--- config.mk ---
export PLATFORM = sky130hd
export DESIGN_NAME = kwc_ctrl
export DESIGN_NICKNAME = d
export VERILOG_FILES = /design/src/design/kmer_window_counter_unit_macros.svh /design/src/design/kwc_pkg.sv /design/src/design/kwc_ctrl.sv
export SDC_FILE = /design/constraint.sdc
export NUM_CORES = 1
export LEC_CHECK = 0
export ABC_AREA = 1
export BUFFER_PORTS_ARGS = -buffer_cell sky130_fd_sc_hd__buf_2
export CELL_PAD_IN_SITES_DETAIL_PLACEMENT = 1
export CELL_PAD_IN_SITES_GLOBAL_PLACEMENT = 1
export CORE_AREA = 2 2 39 41
export DETAILED_ROUTE_END_ITERATION = 10
export DIE_AREA = 0 0 41 43
export PLACE_DENSITY = 0.65
export SYNTH_ARGS = -nofsm -noshare
export SYNTH_HDL_FRONTEND = slang
export SYNTH_SLANG_ARGS = --single-unit
--- constraint.sdc ---
create_clock -name clk -period 1.4 [get_ports clk]
set_input_delay 0.14 -clock clk [delete_from_list [all_inputs] [get_ports clk]]
set_output_delay 0.14 -clock clk [all_outputs]
set_load 0.005 [all_outputs]
--- src/design/kmer_window_counter_unit_macros.svh ---
// Assertion helpers for the k-mer counter.
// Both expect clk and arst_n in the scope of use.
`ifndef KMER_WINDOW_COUNTER_UNIT_MACROS_SVH
`define KMER_WINDOW_COUNTER_UNIT_MACROS_SVH

// Same-cycle implication
`define KWC_ASSERT_IMP(lbl, ante, cons) \
	lbl: assert property (@(posedge clk) disable iff (!arst_n) (ante) |-> (cons)) \
		else $error("kmer_window_counter_unit: check failed");

// Next-cycle implication
`define KWC_ASSERT_NXT(lbl, ante, cons) \
	lbl: assert property (@(posedge clk) disable iff (!arst_n) (ante) |=> (cons)) \
		else $error("kmer_window_counter_unit: check failed");

`endif

--- src/design/kwc_pkg.sv ---
package kwc_pkg;

	// Fixed field widths
	localparam int SLOT_W  = 10;
	localparam int CODE_W  = 50;
	localparam int COUNT_W = 32;
	localparam int TOTAL_W = 11;

	// Character codes of the four bases
	localparam logic [7:0] CHAR_A = 8'h41;
	localparam logic [7:0] CHAR_C = 8'h43;
	localparam logic [7:0] CHAR_G = 8'h47;
	localparam logic [7:0] CHAR_T = 8'h54;

	typedef enum logic [1:0] {
		REQ_ADD  = 2'd0,
		REQ_EOR  = 2'd1,
		REQ_READ = 2'd2
	} req_t;

	typedef enum logic [1:0] {
		ST_IDLE,
		ST_SCAN,
		ST_SLOT,
		ST_FIN
	} state_t;

	// Controller to datapath
	typedef struct packed {
		logic accept;
		logic issue;
		logic hit_wr;
		logic miss_wr;
		logic slot_cap;
		logic load_out;
	} cmd_t;

	// Datapath to controller
	typedef struct packed {
		logic scan_go;
		logic slot_go;
		logic hit;
		logic scan_end;
	} sts_t;

	typedef struct packed {
		logic       ok;
		logic [1:0] code;
	} base_dec_t;

	// A=0 C=1 G=2 T=3; anything else (N, lower case) is not a base
	function automatic base_dec_t decode_base(input logic [7:0] ch);
		base_dec_t d;
		d.ok   = 1'b1;
		d.code = 2'd0;
		unique case (ch)
			CHAR_A: d.code = 2'd0;
			CHAR_C: d.code = 2'd1;
			CHAR_G: d.code = 2'd2;
			CHAR_T: d.code = 2'd3;
			default: d.ok = 1'b0;
		endcase
		return d;
	endfunction

endpackage

--- src/design/kwc_ctrl.sv ---
module kwc_ctrl (
	input  logic          clk,
	input  logic          arst_n,
	input  logic          in_valid,
	output logic          in_stall,
	output logic          out_valid,
	input  logic          out_stall,
	input  kwc_pkg::sts_t sts,
	output kwc_pkg::cmd_t cmd
);

	kwc_pkg::state_t state_q;
	kwc_pkg::state_t state_d;
	logic            out_vld_q;
	logic            out_free;

	assign out_free  = !out_vld_q || !out_stall;
	assign out_valid = out_vld_q;

	// Next state
	always_comb begin
		state_d = state_q;
		unique case (state_q)
			kwc_pkg::ST_IDLE: begin
				if (in_valid) begin
					priority if (sts.scan_go) state_d = kwc_pkg::ST_SCAN;
					else if (sts.slot_go)     state_d = kwc_pkg::ST_SLOT;
					else                      state_d = kwc_pkg::ST_FIN;
				end
			end
			kwc_pkg::ST_SCAN: begin
				if (sts.hit || sts.scan_end) state_d = kwc_pkg::ST_FIN;
			end
			kwc_pkg::ST_SLOT: state_d = kwc_pkg::ST_FIN;
			kwc_pkg::ST_FIN: begin
				if (out_free) state_d = kwc_pkg::ST_IDLE;
			end
			default: state_d = kwc_pkg::ST_IDLE;
		endcase
	end

	// Commands
	always_comb begin
		cmd          = '0;
		in_stall     = (state_q != kwc_pkg::ST_IDLE);
		cmd.accept   = (state_q == kwc_pkg::ST_IDLE) && in_valid;
		cmd.issue    = (state_q == kwc_pkg::ST_SCAN) && !sts.hit && !sts.scan_end;
		cmd.hit_wr   = (state_q == kwc_pkg::ST_SCAN) && sts.hit;
		cmd.miss_wr  = (state_q == kwc_pkg::ST_SCAN) && sts.scan_end;
		cmd.slot_cap = (state_q == kwc_pkg::ST_SLOT);
		cmd.load_out = (state_q == kwc_pkg::ST_FIN) && out_free;
	end

	always_ff @(posedge clk or negedge arst_n) begin
		if (!arst_n) begin
			state_q   <= kwc_pkg::ST_IDLE;
			out_vld_q <= 1'b0;
		end else begin
			state_q <= state_d;
			if (cmd.load_out)   out_vld_q <= 1'b1;
			else if (!out_stall) out_vld_q <= 1'b0;
		end
	end

endmodule

==> impl_metrics.tcl <==
set metrics [dict create \
    status "complete, no violations" \
    row_count 14 \
    r2r_start "state_q[0]" \
    initial_utilization 0.203 \
    min-delay-start "out_stall" \
    crit_arrival_ns 1.16 \
    die_h_um 43 \
    clk_pin_slew_ns 0.04 \
    yosysWarnings 0 \
    die_w_um 41 \
    hold_viol 0 \
    worst-r2r-setup-slack_ns 0.19 \
    fin_worst_skew_ns 0.00405 \
    seq_area_frac_synth 0.267 \
    cts_tree "yes" \
    grt_max_degree 5 \
    drv_cap 0 \
    synth_compound_area_frac 0.0533 \
    cts_sinks 3 \
    timing.rr.end "state_q[0]" \
    syn_to_final_growth_pct 50.2 \
    syn_area_um2 282 \
    grt_pass1_vias 283 \
    wl_um 623 \
    synthAdderAreaFrac 0.222 \
    htreeDepth 1 \
    power_density_nw_per_um2 1920 \
    cts_buffer_depth 2 \
    syn_area_per_cell_um2 6.70 \
    min_path_cells 3 \
    slew_violations 0 \
    cts_buffers 3 \
    grt-ovfl-total 0 \
    dr.pass1.iters 2 \
    nets 77 \
    antenna_found_initial 0 \
    period_share 0.929 \
    grt_pass1_wl_um 1030 \
    worst_pin_slew_ns 0.176 \
    fillers 193 \
    drtIter0Drc 2 \
    die-area_um2 1760 \
    end_kind "output port" \
    final_util 0.306 \
    hp-class "input pin to flop" \
    finalPower_uw 811 \
    portBuffers 15 \
    ys_types 11 \
    setup_viol 0 \
    drive_gt1_frac 0.381 \
    holdPathEnd "out_valid" \
    gp_congestion 0.699 \
    diodes 0 \
    dpl.hpwl_um 536 \
    rr_worst_depth 7 \
    leakage_uw 0.000284 \
    vdd_drop_max_mv 0.648 \
    cp-start-kind "flop" \
    vias_per_cell 3.85 \
    synth_top_family_by_area "simple AND/OR/NAND/NOR gates" \
    synth-seq-cells 3 \
    root_buffer "clkbuf_4" \
    vias 304 \
    crit_type "flop to output port" \
    critPathMaxFanout 4 \
    critPathRequiredTime_ns 1.26 \
    grt_use_total 0.0865 \
    clock_latency_ns 0.23 \
    fmax_mhz 769 \
    fp.coreArea_um2 1380 \
    avgRoutedWirePerCell_um 7.89 \
    slew_headroom 0.883 \
    period_minus_slack_ns 1.30 \
    synthCells 42 \
    io_pins 16 \
    remaining_drc_errors 0 \
    rsz0062_at_grt "true" \
    synth_xor_area_frac 0 \
    ant_nets 0 \
    yosys-mux-area-fraction 0 \
    yosys.area_share.simple 0.311 \
    syn-num-nets 55 \
]
-- state kept, by name (all words and copies together) (netlist names) --
name	cells
state_q	2
out_valid	1
-- through the flow --
stage / area [um^2] / setup WS (ns) / hold WS, ns / std cells / TNS, ns
2_1_floorplan: 282 / 0.306 / -0.156 / 42 / 0
3_3_place_gp: 377 / 0.218 / -0.0643 / 73 / 0
3_5_place_dp: 377 / 0.175 / -0.0621 / 73 / 0
4_1_cts: 413 / 0.0258 / 0.140 / 78 / 0
5_1_grt: 423 / -0.0148 / 0.167 / 79 / -0.0148
6_report: 423 / 0.0989 / 0.141 / 79 / 0
-- what timing repair did --
item / in CTS / in global routing
resized for setup: 0 / 2
setup endpoints to repair: 0 / 3
hold buffers: 1 / 0
endpoints found under the hold margin: 3 / 0
setup buffers: 0 / 1
-- worst max path at each step --
stage	slack [ns]	startpoint	to
after floorplan	0.31	state_q[0]	state_q[1]
after global placement	0.22	state_q[0]	state_q[1]
after detailed placement	0.18	state_q[0]	state_q[0]
after CTS	0.03	state_q[1]	cmd[4]
after global routing	-0.01	state_q[1]	cmd[4]
final	0.1	state_q[0]	cmd[5]
-- critical path, cell delays in order (launching register included) --
cell and delay (ns):
dfrtp_1 0.40, inv_1 0.10, ha_1 0.23, nand2_1 0.07
inv_1 0.03, buf_2 0.11
-- cell usage in the layout (no fill, tap or decap) --
cell type      Yosys  layout
buf_2              0      15
nand2_1           14      14
inv_1             10       9
ha_1               5       4
nand3_1            3       3
clkbuf_4           0       3
dfrtp_1            3       3
inv_2              1       2
a21oi_1            2       2
nor2_1             1       1
nor2_2             1       1
nand3_2            1       1
o21ai_0            1       1
ha_2               0       1
clkbuf_1           0       1
dlygate4sd3_1      0       1
buf_4              0       1
-- cells by family (layout without fill, tap and decap cells) --
family / count (synthesis) / count (layout)
AND/OR/NAND/NOR: 20 / 20
flip-flops: 3 / 3
AO/OA/AOI/OAI: 3 / 3
adder cells (fa/ha/maj): 5 / 5
buffers and inverters: 11 / 32
-- cells in the mapped netlist --
| master | number | area, um^2 |
|---|---|---|
| nand3_1 | 3 | 15.0 |
| a21oi_1 | 2 | 10.0 |
| nand3_2 | 1 | 10.0 |
| inv_1 | 10 | 37.5 |
| nor2_1 | 1 | 3.75 |
| o21ai_0 | 1 | 5.00 |
| nand2_1 | 14 | 52.6 |
| nor2_2 | 1 | 6.26 |
| dfrtp_1 | 3 | 75.1 |
| ha_1 | 5 | 62.6 |
| inv_2 | 1 | 3.75 |
-- area by class of cell --
type / count / area, um^2 / area share
Multi-Input combinational cell: 28 / 168 / 0.396
Timing Repair Buffer: 17 / 92.6 / 0.219
Sequential cell: 3 / 75.1 / 0.178
Inverter: 11 / 41.3 / 0.0976
Clock buffer: 4 / 26.3 / 0.0621
Tap cell: 16 / 20.0 / 0.0473
-- power by group --
group          switching (uW)  total [uW]  internal [uW]
clock                    46.3         153            107
sequential               46.1         179            133
combinational             259         478            220
-- layer usage --
metal	vias to the layer above	GRT usage	share of wire
li1	167	-	-
met1	126	0.0939	0.48
met2	11	0.128	0.43
met3	0	0.0366	0.083
met4	0	0.0600	0
met5	-	0	0
Power figures use the tool's default switching activity.
